### config.mk
export PLATFORM = sky130hd
export DESIGN_NAME = mlmtd_ctrl
export DESIGN_NICKNAME = d
export VERILOG_FILES = /design/src/hdl/mlmtd_pkg.sv /design/src/hdl/mlmtd_ctrl.sv
export SDC_FILE = /design/constraint.sdc
export NUM_CORES = 1
export LEC_CHECK = 0
export BUFFER_PORTS_ARGS = -buffer_cell sky130_fd_sc_hd__clkbuf_2
export CORE_ASPECT_RATIO = 0.7
export CORE_MARGIN = 2
export CORE_UTILIZATION = 45
export DETAILED_ROUTE_END_ITERATION = 6
export GPL_ROUTABILITY_DRIVEN = 1
export HOLD_SLACK_MARGIN = 0.15
export PLACE_DENSITY_LB_ADDON = 0.05
export SLEW_MARGIN = 25
export SYNTH_ARGS = -nofsm -noshare
export SYNTH_HDL_FRONTEND = slang
export SYNTH_SLANG_ARGS = --single-unit
### constraint.sdc
create_clock -name i_clk -period 2.2 [get_ports i_clk]
set_clock_uncertainty 0.2 [all_clocks]
set_input_delay 0.33 -clock i_clk [delete_from_list [all_inputs] [get_ports i_clk]]
set_output_delay 0.33 -clock i_clk [all_outputs]
set_load 0.01 [all_outputs]
### src/hdl/mlmtd_pkg.sv
// ----------------------------------------------------------------------------
// mlmtd_pkg
// Shared constants, types and helper functions of the trellis decoder.
// ----------------------------------------------------------------------------
`timescale 1ns / 1ps
`default_nettype none
package mlmtd_pkg;

    localparam int BLOCK_LEN    = 40;
    localparam int METRIC_WIDTH = 32;
    localparam int SAMPLE_WIDTH = 8;
    localparam int NSTATES      = 8;
    localparam int STORE_LEN    = BLOCK_LEN + 3;
    localparam int AMP_WIDTH    = 7;
    localparam int IN_WIDTH     = 8;
    localparam int IDX_WIDTH    = 6;
    localparam int AW           = $clog2(STORE_LEN);
    localparam int KW           = $clog2(BLOCK_LEN);
    localparam int DW           = SAMPLE_WIDTH + 2;
    localparam int SQW          = 2 * DW;
    localparam int BASEW        = (SQW + 1 > METRIC_WIDTH) ? SQW + 1 : METRIC_WIDTH;
    localparam int SUMW         = BASEW + 2;
    localparam int ROWW         = NSTATES * METRIC_WIDTH;
    localparam int AMP_RESET    = 28;

    typedef logic signed [METRIC_WIDTH-1:0] t_metric;
    typedef logic [NSTATES-1:0][METRIC_WIDTH-1:0] t_row;

    typedef enum logic [3:0] {
        ST_LOAD, ST_BINIT, ST_BRD, ST_BBM, ST_BACS,
        ST_FINIT, ST_FRD, ST_FBM, ST_FACS, ST_FOUT
    } t_state;

    typedef struct packed {
        logic            smp_we;
        logic [AW-1:0]   smp_waddr;
        logic [AW-1:0]   smp_raddr;
        logic            amp_latch;
        logic            beta_init;
        logic            beta_step;
        logic            beta_we;
        logic [KW-1:0]   beta_addr;
        logic            bm_load;
        logic            alpha_init;
        logic            fwd_step;
        logic            out_load;
        logic            out_last;
        logic [KW-1:0]   k;
    } t_cmd;

    typedef struct packed {
        logic out_free;
    } t_sts;

    function automatic t_metric sat_metric(input logic signed [SUMW-1:0] x);
        logic signed [SUMW-1:0] hi;
        logic signed [SUMW-1:0] lo;
        hi = SUMW'({1'b0, {(METRIC_WIDTH-1){1'b1}}});
        lo = -hi - SUMW'(1);
        if (x > hi) begin
            sat_metric = METRIC_WIDTH'(hi);
        end else if (x < lo) begin
            sat_metric = METRIC_WIDTH'(lo);
        end else begin
            sat_metric = METRIC_WIDTH'(x);
        end
    endfunction

    function automatic t_metric metric_min();
        metric_min = {1'b1, {(METRIC_WIDTH-1){1'b0}}};
    endfunction

endpackage
`default_nettype wire

### src/hdl/mlmtd_ctrl.sv
// ----------------------------------------------------------------------------
// mlmtd_ctrl
// Sequencer for sample loading, the backward pass and the forward/decision pass.
// ----------------------------------------------------------------------------
`timescale 1ns / 1ps
`default_nettype none
module mlmtd_ctrl (
    input  wire logic           i_clk,
    input  wire logic           i_rst_n,
    input  wire logic           i_in_valid,
    output logic                o_in_stall,
    input  wire mlmtd_pkg::t_sts i_sts,
    output mlmtd_pkg::t_cmd     o_cmd
);
    mlmtd_pkg::t_state r_state, n_state;
    logic [mlmtd_pkg::AW-1:0] r_cnt, n_cnt;
    logic [mlmtd_pkg::KW-1:0] r_k, n_k;

    always_ff @(posedge i_clk) begin
        if (!i_rst_n) begin
            r_state <= mlmtd_pkg::ST_LOAD;
            r_cnt   <= '0;
            r_k     <= '0;
        end else begin
            r_state <= n_state;
            r_cnt   <= n_cnt;
            r_k     <= n_k;
        end
    end

    always_comb begin
        n_state    = r_state;
        n_cnt      = r_cnt;
        n_k        = r_k;
        o_in_stall = 1'b1;
        o_cmd      = '0;
        o_cmd.smp_waddr = r_cnt;
        o_cmd.k         = r_k;
        o_cmd.beta_addr = r_k;
        o_cmd.smp_raddr = mlmtd_pkg::AW'(r_k);
        case (r_state)
            mlmtd_pkg::ST_LOAD: begin
                o_in_stall = 1'b0;
                if (i_in_valid) begin
                    o_cmd.smp_we = 1'b1;
                    if (r_cnt == mlmtd_pkg::AW'(mlmtd_pkg::STORE_LEN - 1)) begin
                        o_cmd.amp_latch = 1'b1;
                        n_cnt   = '0;
                        n_state = mlmtd_pkg::ST_BINIT;
                    end else begin
                        n_cnt = r_cnt + mlmtd_pkg::AW'(1);
                    end
                end
            end
            mlmtd_pkg::ST_BINIT: begin
                o_cmd.beta_init = 1'b1;
                o_cmd.beta_we   = 1'b1;
                o_cmd.beta_addr = mlmtd_pkg::KW'(mlmtd_pkg::BLOCK_LEN - 1);
                n_k     = mlmtd_pkg::KW'(mlmtd_pkg::BLOCK_LEN - 2);
                n_state = mlmtd_pkg::ST_BRD;
            end
            mlmtd_pkg::ST_BRD: begin
                o_cmd.smp_raddr = mlmtd_pkg::AW'(r_k) + mlmtd_pkg::AW'(1);
                n_state = mlmtd_pkg::ST_BBM;
            end
            mlmtd_pkg::ST_BBM: begin
                o_cmd.smp_raddr = mlmtd_pkg::AW'(r_k) + mlmtd_pkg::AW'(1);
                o_cmd.bm_load   = 1'b1;
                n_state = mlmtd_pkg::ST_BACS;
            end
            mlmtd_pkg::ST_BACS: begin
                o_cmd.beta_step = 1'b1;
                o_cmd.beta_we   = 1'b1;
                if (r_k == '0) begin
                    n_state = mlmtd_pkg::ST_FINIT;
                end else begin
                    n_k     = r_k - mlmtd_pkg::KW'(1);
                    n_state = mlmtd_pkg::ST_BRD;
                end
            end
            mlmtd_pkg::ST_FINIT: begin
                o_cmd.alpha_init = 1'b1;
                n_k     = '0;
                n_state = mlmtd_pkg::ST_FRD;
            end
            mlmtd_pkg::ST_FRD: begin
                n_state = mlmtd_pkg::ST_FBM;
            end
            mlmtd_pkg::ST_FBM: begin
                o_cmd.bm_load = 1'b1;
                n_state = mlmtd_pkg::ST_FACS;
            end
            mlmtd_pkg::ST_FACS: begin
                o_cmd.fwd_step = 1'b1;
                n_state = mlmtd_pkg::ST_FOUT;
            end
            mlmtd_pkg::ST_FOUT: begin
                if (i_sts.out_free) begin
                    o_cmd.out_load = 1'b1;
                    if (r_k == mlmtd_pkg::KW'(mlmtd_pkg::BLOCK_LEN - 1)) begin
                        o_cmd.out_last = 1'b1;
                        n_k     = '0;
                        n_state = mlmtd_pkg::ST_LOAD;
                    end else begin
                        n_k     = r_k + mlmtd_pkg::KW'(1);
                        n_state = mlmtd_pkg::ST_FRD;
                    end
                end
            end
            default: begin
                n_state = mlmtd_pkg::ST_LOAD;
            end
        endcase
    end
endmodule
`default_nettype wire

Word-level counts from Yosys, hierarchy flattened
Index checks and enable logic that the tools add are counted.
Widths: inputs -> output; s select.
- register bits after elaboration: 16
- output and inout bits: 35
- logic and storage cells: 58
- add/subtract/negate cells: 3
- equal/unequal tests: 15
- mux-type cells: 28
- reduce and logical (&&, ||, !) cells: 9
- operators by type and width (operator ; number):
    $pmux 4 s10 ; 1
    $mux 6 ; 6
    $pmux 6 s4 ; 1
    $eq 4x3->1 const B ; 4
    $mux 1 ; 13
    $add 6x1->6 const B ; 2
    $eq 6x6->1 const B ; 2
    $mux 4 ; 3
    $eq 4x2->1 const B ; 2
    $eq 4x4->1 const B ; 2
    $ne 2x2->1 const B ; 4
    $logic_not 6->1 ; 1
    $mux 3 ; 2
    $reduce_and 3->1 ; 2
    $reduce_or 2->1 ; 3
    $sub 6x1->6 const B ; 1
    $eq 4x1->1 const B ; 1
    $logic_not 4->1 ; 1
    $mux 2 ; 2
    $reduce_bool 4->1 ; 1
    $reduce_and 2->1 ; 1

Depth between registers and ports, before layout
Gate-level depths: netlist of run 1.
- depth in word-level cells: 4
- depth in mapped cells: 7

Worst setup path after synthesis of run 1
Ideal clock, no wire load.
- path kind: register -> output
- start: register r_state[2]
- end: output o_cmd[11] (netlist name)
- arrival time: 1.578 ns
- data required time: 1.670 ns
- setup slack: 0.092 ns
- stages on the path, launching flop included: 4
- buffers on the path: 1
- path through: dfxtp_1 buf_4 nor4b_1 or2_2
- RTL lines (what ; line ; RTL):
    start: declaration ; mlmtd_ctrl.sv:15 ; mlmtd_pkg::t_state r_state, n_state;
    start signal: assignment ; mlmtd_ctrl.sv:21 ; r_state <= mlmtd_pkg::ST_LOAD;
    start signal: assignment ; mlmtd_ctrl.sv:25 ; r_state <= n_state;
    end: declaration ; mlmtd_ctrl.sv:13 ; output mlmtd_pkg::t_cmd o_cmd

==> results of run 1 <==
[report_power, final]
part	switching, uW	internal (uW)	leakage (uW)
Combinational	19.9	12.8	0.000704
Sequential	4.03	291	0.000133
Clock	118	159	0.0000288
Total	142	463	0.000866
[per-stage QoR]
step                cell area, um2  util, %  total power [uW]
global route                  1850     59.3               625
finish                        1850     59.3               605
floorplan                     1470        -               319
global placement              1740     55.7               333
detailed placement            1740     55.7               334
CTS                           1810     57.7               610
[timing repair]
action | CTS | global route
hold buffers | 0 | 0
pin swaps | 0 | 3
endpoints found under the setup margin | 3 | 3
buffers inserted | 0 | 5
gates resized for setup | 5 | 6
[cells by family (layout without fill, tap and decap cells)]
family          count (synthesis)  after routing  share of synthesized area [%]
fa+ha+maj                       5              5                           4.27
flops                          16             16                           21.9
compound gates                 54             54                           25.0
xor+xnor                        9              9                           5.38
buf+inv                        28             79                           11.4
simple gates                   74             74                           32.1
[sequential cells by signal (all words and copies together) (netlist names)]
name / flops
r_cnt: 6
r_k: 6
r_state: 4
[worst register-to-register path, stage by stage (launching register included)]
cell     delay [ns]
dfxtp_4        0.38
buf_4          0.16
nor4_4         0.33
buf_4          0.17
inv_2          0.05
nor4_1         0.34
xnor2_1        0.18
nor2_1         0.06
[cells in the mapped netlist (all sizes together) (2+ instances only)]
| master | instances |
|---|---|
| clkbuf | 9 |
| xnor2 | 7 |
| nor4bb | 2 |
| nand2 | 11 |
| nor2b | 4 |
| or2 | 5 |
| ha | 5 |
| xor2 | 2 |
| nor3 | 7 |
| buf | 6 |
| o21ai | 9 |
| dfxtp | 16 |
| a31o | 2 |
| o22ai | 5 |
| a211oi | 4 |
| nor4 | 3 |
| nor2 | 8 |
| a31oi | 4 |
| and2 | 3 |
| nand4b | 2 |
| a21boi | 2 |
| and3 | 7 |
| nand3 | 6 |
| o31ai | 4 |
| nand2b | 6 |
| a21oi | 11 |
| a221oi | 2 |
| a21o | 3 |
| inv | 13 |
[metal layers]
layer / wire [um] / vias up / track usage (%) / share of wire [%]
met3: 292 / 4 / 4.26 / 6.5
met2: 1950 / 72 / 35.0 / 44
li1: - / 779 / - / -
met1: 2210 / 760 / 36.7 / 50
met4: 16 / 0 / 5.97 / 0.36
met5: 0 / - / 0 / 0
[path summary, 6_finish.rpt]
| kind | start | to | slack, ns | depth (start not counted) |
|---|---|---|---|---|
| worst min-delay path | i_in_valid | r_cnt[2] | 0.27 | 4 |
| worst max-delay path | r_state[1] | o_cmd[6] | 0.08 | 5 |
| worst min register to register | r_cnt[0] | r_cnt[0] | 0.33 | 2 |
| worst max register to register | r_state[3] | r_cnt[5] | 0.24 | 7 |
[area by class of cell]
class / count / area share (%)
multi-input cells: 142 / 53.4
inverters: 13 / 2.63
flip-flops and latches: 16 / 17.8
repair buffers: 62 / 20.6
well taps: 38 / 2.56
clock buffers: 4 / 2.97
==> flow_summary.rst, run 1 <==
.. list-table::
   :header-rows: 1

   * - Metric
     - Value
   * - Result of the run
     - completed
   * - HPWL after DPL
     - 3280 um
   * - Highest ir drop seen on vdd
     - 237 uV
   * - Synth-to-layout area growth
     - 26.6%
   * - Worst Hold Class
     - in2reg
   * - Clock latency on the worst-skew pair
     - 0.26 ns
   * - Synthesized netlist net count
     - 195
   * - Standard cell with the maximum stage delay on the critical path
     - dfxtp_1
   * - EDFF count, synth
     - 0
   * - Max Freq
     - 471 MHz
   * - Routed vias
     - 1615
   * - Most used flip-flop cell after synthesis
     - dfxtp_1
   * - Sequential cell area
     - 330 um2
   * - Gr ovfl total
     - 0
   * - Clock buffers created by TritonCTS
     - 3
   * - Routed vias/inst
     - 5.87
   * - Number of design-rule violations left by the first detailed-router iteration
     - 162
   * - Wire length after detailed routing
     - 4470 um
   * - Average wire per standard cell
     - 16.2 um
   * - Yosys cell types
     - 56
   * - Total of endpoints with negative setup slack in the final report
     - 0
   * - Antenna cells
     - 0
   * - Arrival time at the worst endpoint
     - 1.59 ns
   * - Wire length of the first global-routing pass
     - 6930 um
   * - Count of final hold-check violations
     - 0
   * - Pin count of the biggest net entering global routing
     - 15
   * - Share of synthesized registers carrying an async set or reset
     - 0%
   * - Maximum root-to-sink buffer count
     - 2
   * - Number of placed I/O pins
     - 39
   * - CTS sink count
     - 16
   * - Final period util
     - 96.5%
   * - Yosys top cell area share
     - 21.9%
   * - Post-synth top area cell
     - dfxtp_1
   * - Critical path required time
     - 1.67 ns
   * - TritonCTS clock tree
     - yes
   * - Critical Setup Path Class
     - reg2out
   * - Syn. warnings
     - 0
   * - Top area cells in the synthesized netlist
     - dfxtp_1 22%, ha_1 4.3%, xnor2_1 4.2%
   * - Lkg Pwr
     - 0.000866 uW
   * - Global-route usage over all layers
     - 24.2%
   * - Footprint of the multi-input gates
     - 990 um2
   * - Power density over the cells
     - 326 mW/mm2
   * - Count of port buffers added during placement
     - 38
   * - Number of H-tree branching levels
     - 1
   * - Register area share after synthesis
     - 21.9%
   * - Maxcap violations
     - 0
   * - Share of final-layout standard cells stronger than drive strength 1
     - 37.6%
   * - Slowest stage delay, CP
     - 0.35 ns
   * - Initial antenna violation count
     - 0
   * - Worst Tran Pin Value
     - 0.467 ns
   * - Total Die Area
     - 0.00374 mm2
   * - List of cells traversed by the critical path
     - buf_4 -> nand4bb_2 -> nor2_1 -> and3_1 -> clkbuf_2
   * - Fin. max-slew vios
     - 0
   * - Syn Std Cell Area
     - 0.00147 mm2
   * - Standard-cell row count
     - 17
   * - Vias in the first global route
     - 1367
   * - Number of fill cells in the layout
     - 287
   * - Number of iterations in the first detailed-routing pass
     - 5
   * - Final critical-path required period
     - 2.12 ns
   * - Final-layout setup total negative slack
     - 0 ns
   * - Average footprint of a synthesized cell
     - 7.88 um2
   * - PnR worst setup slack
     - 0.0764 ns
   * - Number of nets with antenna violations after detailed routing
     - 0
   * - Clock transition at path regs
     - 0.07 ns
   * - Most frequent cells in the layout
     - 37 x clkbuf_2, 23 x buf_4, 11 x inv_1, 11 x a21oi_1
   * - Setup repair after global routing missed its margin
     - no
   * - Chip width
     - 72.2 um
   * - Worst setup slack after placement
     - 0.122 ns
   * - Placed insts
     - 266
   * - Master cell of the clock root buffer
     - clkbuf_8
   * - Worst hold slack
     - 0.267 ns
   * - Starting density of the core
     - 46.9%
   * - Critical path buffers and inverters
     - 2
   * - Global placer's final weighted congestion
     - 0.850
   * - Final cell count without fillers
     - 275
   * - Type of origin of the critical path
     - flop
   * - CP delay by family, top
     - simple AND/OR/NAND/NOR gates
   * - Leading cell type in the layout, fill and taps excluded
     - clkbuf_2
   * - Total of flip-flops plus latches after synthesis
     - 16
   * - Synthesized instance count
     - 186
   * - Slew headroom
     - 68.7%
   * - Final net count
     - 247
   * - Y dimension of the die
     - 51.7 um
   * - Core area
     - 0.00313 mm2
   * - DRC violations left
     - 0
   * - Critical Path End Type
     - output pin
   * - Maximum net fanout on the critical path
     - 11
Power figures use the tool's default switching activity.
==> run 2: changes to the inputs <==
--- a/config.mk
+++ b/config.mk
@@ -8,11 +8,12 @@
 export BUFFER_PORTS_ARGS = -buffer_cell sky130_fd_sc_hd__clkbuf_2
 export CORE_ASPECT_RATIO = 0.7
 export CORE_MARGIN = 2
-export CORE_UTILIZATION = 45
+export CORE_UTILIZATION = 25
 export DETAILED_ROUTE_END_ITERATION = 6
 export GPL_ROUTABILITY_DRIVEN = 1
 export HOLD_SLACK_MARGIN = 0.15
 export PLACE_DENSITY_LB_ADDON = 0.05
+export SETUP_SLACK_MARGIN = 0.3
 export SLEW_MARGIN = 25
 export SYNTH_ARGS = -nofsm -noshare
 export SYNTH_HDL_FRONTEND = slang
==> run 2 against run 1 <==
Against the previous run: sequential share of layout area down 3.5 points; clock power down 1%; global-route usage down 6.8 points; count of clock-buffer cells in the layout unchanged; die area up 74%; maximum frequency up 4.7%; non-clock buffer count up 31.
==> flow_summary.rst, run 2 (same netlist as run 1, synthesis figures left out) <==
.. list-table::
   :header-rows: 1

   * - Metric
     - Value
   * - Result of the run
     - completed
   * - Critical path required time
     - 1.67 ns
   * - Worst Hold Class
     - in2reg
   * - Number of H-tree branching levels
     - 1
   * - Slew headroom
     - 61.0%
   * - Comb pwr share
     - 8.0%
   * - Total Die Area
     - 0.00650 mm2
   * - Critical Path End Type
     - output pin
   * - Routed vias
     - 1719
   * - Average wire per standard cell
     - 15.9 um
   * - Type of origin of the critical path
     - flop
   * - Y dimension of the die
     - 68.1 um
   * - Sequential Power Share
     - 47.3%
   * - Number of fill cells in the layout
     - 594
   * - HPWL after DPL
     - 3760 um
   * - Clock latency on the worst-skew pair
     - 0.25 ns
   * - Master cell of the clock root buffer
     - clkbuf_8
   * - Hold Path End
     - r_cnt[4]
   * - Largest registers ranked by flip-flop count
     - r_cnt x6, r_k x6, r_state x4
   * - Critical path launch point
     - r_state[2]
   * - Setup repair after global routing missed its margin
     - yes
   * - Most frequent cells in the layout
     - 42 x buf_4, 26 x clkbuf_2, 19 x buf_6, 10 x inv_1, 9 x nand2_1
   * - Share of final-layout standard cells stronger than drive strength 1
     - 55.6%
   * - Total of endpoints with negative setup slack in the final report
     - 0
   * - CTS sink count
     - 16
   * - Hold Startpoint
     - i_in_valid
   * - Final-layout setup total negative slack
     - 0 ns
   * - R2R setup slack
     - 0.21 ns
   * - Final period util
     - 92.2%
   * - Switching power summed over all nets
     - 144 uW
   * - Routed vias/inst
     - 5.01
   * - Cell internal power dissipation
     - 466 uW
   * - Wire length after detailed routing
     - 5450 um
   * - Maximum net fanout on the critical path
     - 7
   * - Count of final hold-check violations
     - 0
   * - Core area
     - 0.00570 mm2
   * - Maximum root-to-sink buffer count
     - 2
   * - Number of iterations in the first detailed-routing pass
     - 4
   * - Pin count of the biggest net entering global routing
     - 13
   * - Arrival time at the worst endpoint
     - 1.50 ns
   * - Worst setup slack after placement
     - 0.195 ns
   * - PnR worst setup slack
     - 0.172 ns
   * - Power density over the cells
     - 251 mW/mm2
   * - Standard-cell row count
     - 23
   * - Max Freq
     - 493 MHz
   * - TritonCTS clock tree
     - yes
   * - Chip width
     - 95.5 um
   * - Clock transition at path regs
     - 0.07 ns
   * - Lkg Pwr
     - 0.00108 uW
   * - Vias in the first global route
     - 1594
   * - Synth-to-layout area growth
     - 65.7%
   * - Starting density of the core
     - 25.7%
   * - Worst Tran Pin Value
     - 0.577 ns
   * - Number of nets with antenna violations after detailed routing
     - 0
   * - Final net count
     - 278
   * - Final critical-path required period
     - 2.03 ns
   * - Cells on worst reg2reg path
     - 9
   * - Clock group share of total power
     - 44.7%
   * - Antenna cells
     - 0
   * - Critical Setup Path Class
     - reg2out
   * - Count of port buffers added during placement
     - 38
   * - Global placer's final weighted congestion
     - 0.796
   * - Global-route usage over all layers
     - 17.4%
   * - DRC violations left
     - 0
   * - Clock buffers created by TritonCTS
     - 3
   * - Capture point of the worst reg-to-reg path
     - r_cnt[2]
   * - Wire length of the first global-routing pass
     - 8540 um
   * - Number of placed I/O pins
     - 39
   * - Fin. max-slew vios
     - 0
   * - Gr ovfl total
     - 0
   * - Initial antenna violation count
     - 0
   * - Number of cells traversed by the worst hold path
     - 4
   * - Net switching fraction of the power
     - 23.7%
   * - Highest ir drop seen on vdd
     - 207 uV
   * - Maxcap violations
     - 0
   * - Launching point of the worst reg2reg path
     - r_state[3]
   * - Leading cell type in the layout, fill and taps excluded
     - buf_4
   * - Number of design-rule violations left by the first detailed-router iteration
     - 71
==> run 2: changes by cell type in the layout (fill, tap and decap cells not counted), sizes merged <==
cell,delta
clkbuf,-11
buf,+42
==> run 2: critical path: stages, from the launching register on <==
cell	delay, ns
dfxtp_4	0.37
buf_6	0.14
nor3_4	0.29
nand2_1	0.11
xnor2_1	0.18
buf_2	0.16
==> run 2: power by group through the flow <==
stage	Combinational (uW)	Clock (uW)	Sequential (uW)
after floorplan	16.0	0	303
after global placement	32.7	0	303
after detailed placement	32.4	0	303
after CTS	39.6	279	291
after global routing	54.0	296	289
final	48.6	273	289
==> run 2: repair_timing <==
action,4_1_cts,5_1_grt
hold buffers,0,0
pin swaps,9,22
endpoints found under the setup margin,28,36
gates cloned,0,0
buffers inserted,23,7
hold endpoints to repair,0,0
resized for setup,33,54
==> run 2: layout make-up <==
type                       instances  area (um2)  share of cell area, %
clock buffer                       4        55.1                   2.27
inverter                          13        56.3                   2.32
multi-input combinational        142        1180                   48.8
sequential                        16         348                   14.3
tap                               75        93.8                   3.87
timing repair buffer              93         689                   28.4
==> run 2: metrics by stage <==
step / hold WS (ns) / util (%) / power, uW / instance area (um2) / cells
finish: 0.277 / 42.6 / 610 / 2430 / 343
global route: 0.311 / 42.6 / 639 / 2430 / 343
CTS: 0.272 / 38.1 / 609 / 2170 / 336
detailed placement: 0.318 / 32.2 / 336 / 1840 / 309
global placement: 0.312 / 32.2 / 336 / 1840 / 309
floorplan: 0.295 / - / 319 / 1480 / 186
==> run 2: worst max-delay path by stage <==
| stage | to | cells past startpoint |
|---|---|---|
| floorplan | o_cmd[26] | 5 |
| CTS | o_cmd[26] | 5 |
| global placement | r_k[3] | 5 |
| finish | o_cmd[23] | 5 |
| detailed placement | o_cmd[6] | 5 |
| global route | o_cmd[22] | 6 |
==> run 2: per-layer routing <==
| layer | global-route usage [%] | vias to the layer above | share of wire [%] |
|---|---|---|---|
| met1 | 26.8 | 831 | 51 |
| met2 | 25.1 | 37 | 43 |
| met3 | 3.30 | 4 | 5.0 |
| li1 | - | 847 | - |
| met5 | 0 | - | 0 |
| met4 | 2.86 | 0 | 0.66 |
==> run 3: changes to the inputs <==
--- a/config.mk
+++ b/config.mk
@@ -11,6 +11,7 @@
 export CORE_UTILIZATION = 25
 export DETAILED_ROUTE_END_ITERATION = 6
 export GPL_ROUTABILITY_DRIVEN = 1
+export GPL_TIMING_DRIVEN = 0
 export HOLD_SLACK_MARGIN = 0.15
 export PLACE_DENSITY_LB_ADDON = 0.05
 export SETUP_SLACK_MARGIN = 0.3
@@ -18,3 +19,4 @@
 export SYNTH_ARGS = -nofsm -noshare
 export SYNTH_HDL_FRONTEND = slang
 export SYNTH_SLANG_ARGS = --single-unit
+export TNS_END_PERCENT = 20
==> run 3 against run 2 <==
Against the previous run: non-clock buffer count shrank 23; count of clock-buffer cells in the layout unchanged; via count down 7.2%; critical endpoint is now o_cmd[17]; largest power group unchanged.
==> flow_summary.rst, run 3 (same netlist as run 1, synthesis figures left out) <==
.. list-table::
   :header-rows: 1

   * - Metric
     - Value
   * - Result of the run
     - completed
   * - CTS sink count
     - 16
   * - Met3 layer wire length in the routed design
     - 298 um
   * - Vias in the first global route
     - 1442
   * - Final net count
     - 255
   * - Number of iterations in the first detailed-routing pass
     - 4
   * - Routed vias
     - 1596
   * - Worst Hold Class
     - in2reg
   * - Starting density of the core
     - 25.7%
   * - DRT met1 WL
     - 2640 um
   * - Maximum root-to-sink buffer count
     - 2
   * - Total of endpoints with negative setup slack in the final report
     - 0
   * - Max Freq
     - 476 MHz
   * - Fin util
     - 37.1%
   * - Number of nets with antenna violations after detailed routing
     - 0
   * - Uppermost metal layer occupied by signal nets
     - met4
   * - Hold buffer count at CTS
     - 0
   * - Critical path required time
     - 1.67 ns
   * - Count of final hold-check violations
     - 0
   * - Total Die Area
     - 0.00650 mm2
   * - Capture point of the worst reg-to-reg path
     - r_cnt[4]
   * - Launching point of the worst reg2reg path
     - r_state[1]
   * - Arrival time at the worst endpoint
     - 1.57 ns
   * - Number of H-tree branching levels
     - 1
   * - DRC violations left
     - 0
   * - Slew headroom
     - 68.9%
   * - Number of design-rule violations left by the first detailed-router iteration
     - 115
   * - Final-layout setup total negative slack
     - 0 ns
   * - Largest registers ranked by flip-flop count
     - r_cnt x6, r_k x6, r_state x4
   * - Chip width
     - 95.5 um
   * - Initial antenna violation count
     - 0
   * - Antenna cells
     - 0
   * - Y dimension of the die
     - 68.1 um
   * - Leading cell type in the layout, fill and taps excluded
     - clkbuf_2
   * - Overall power of the completed layout
     - 614 uW
   * - Share of final-layout standard cells stronger than drive strength 1
     - 42.9%
   * - R2R setup slack
     - 0.19 ns
   * - Critical Path End Type
     - output pin
   * - Synth-to-layout area growth
     - 44.3%
   * - Core area
     - 0.00570 mm2
   * - Wire length after detailed routing
     - 4920 um
   * - Global-route usage over all layers
     - 15.7%
   * - Fin. max-slew vios
     - 0
   * - Maximum net fanout on the critical path
     - 5
   * - Standard-cell row count
     - 23
   * - Final period util
     - 95.6%
   * - Master cell of the clock root buffer
     - clkbuf_8
   * - Hold Path End
     - r_cnt[0]
   * - Net switching fraction of the power
     - 23.6%
   * - Number of cells traversed by the worst hold path
     - 3
   * - Routed wl met2
     - 1970 um
   * - Count of port buffers added during placement
     - 38
   * - TritonCTS clock tree
     - yes
   * - Pin count of the biggest net entering global routing
     - 11
   * - Most frequent cells in the layout
     - 33 x clkbuf_2, 14 x buf_4, 12 x dfxtp_1, 11 x a21oi_1
   * - Clock transition at path regs
     - 0.07 ns
   * - Clock group share of total power
     - 45.2%
   * - Highest ir drop seen on vdd
     - 147 uV
   * - Switching power summed over all nets
     - 145 uW
   * - Comb pwr share
     - 6.6%
   * - Critical Setup Path Class
     - reg2out
   * - Worst Tran Pin Value
     - 0.462 ns
   * - Cell internal power dissipation
     - 469 uW
   * - Lkg Pwr
     - 0.000924 uW
   * - Type of origin of the critical path
     - flop
   * - Number of placed I/O pins
     - 39
   * - Maxcap violations
     - 0
   * - Final critical-path required period
     - 2.10 ns
   * - Clock latency on the worst-skew pair
     - 0.26 ns
   * - Number of fill cells in the layout
     - 623
   * - Routed vias/inst
     - 4.99
   * - Hold Startpoint
     - i_rst_n
   * - Gr ovfl total
     - 0
   * - Wire length of the first global-routing pass
     - 7710 um
   * - Sequential Power Share
     - 48.2%
   * - Worst hold slack
     - 0.184 ns
   * - Global placer's final weighted congestion
     - 0.760
   * - HPWL after DPL
     - 3550 um
   * - Power density over the cells
     - 290 mW/mm2
   * - Average wire per standard cell
     - 15.4 um
   * - Cells on worst reg2reg path
     - 7
   * - Setup repair after global routing missed its margin
     - yes
   * - Clock buffers created by TritonCTS
     - 3
[run 3: worst max path at each step]
stage | start | end | slack [ns] | cells past startpoint
floorplan | r_state[2] | o_cmd[26] | 0.12 | 5
global placement | r_state[2] | o_cmd[26] | -0.35 | 6
detailed placement | r_state[2] | o_cmd[26] | -0.32 | 6
CTS | r_state[3] | o_cmd[17] | 0.09 | 5
global route | r_state[1] | r_cnt[2] | 0.03 | 7
finish | r_state[1] | o_cmd[17] | 0.1 | 5
[run 3: area by class of cell]
type                            count  area, um2  area share [%]
Multi-Input combinational cell    142       1080            50.9
Sequential cell                    16        325            15.4
Tap cell                           75       93.8            4.44
Inverter                           13       58.8            2.78
Buffer                             15        158            7.46
Clock buffer                        4       55.1            2.60
Timing Repair Buffer               55        348            16.4
[run 3: metrics by stage]
| step | instance area [um2] | worst slack [ns] | std cells |
|---|---|---|---|
| after floorplan | 1470 | 0.117 | 186 |
| after CTS | 2000 | 0.0909 | 312 |
| after detailed placement | 1760 | -0.315 | 299 |
| final | 2110 | 0.0975 | 320 |
| after global placement | 1760 | -0.346 | 299 |
| after global routing | 2110 | 0.0349 | 320 |
[run 3: what timing repair did]
action / in CTS / in global routing
gates resized for setup: 27 / 19
setup buffers: 9 / 7
pin swaps: 3 / 6
gates cloned: 0 / 1
setup endpoints to repair: 33 / 37
[run 3: power by group through the flow]
stage	combinational (uW)	clock (uW)	sequential, uW
2_1_floorplan	16.0	0	303
3_3_place_gp	31.7	0	303
3_5_place_dp	30.9	0	303
4_1_cts	33.2	288	296
5_1_grt	44.4	299	297
6_report	40.7	278	296
[run 3: critical path, stage by stage, from the launching register on]
cell,delay [ns]
dfxtp_2,0.33
buf_2,0.16
or4b_4,0.49
buf_8,0.15
nand2b_1,0.06
clkbuf_2,0.12
[run 3: routing by layer]
layer / track usage [%] / vias up
met5: 0 / -
met4: 1.61 / 0
met3: 3.74 / 4
met2: 21.7 / 48
met1: 24.9 / 747
li1: - / 797
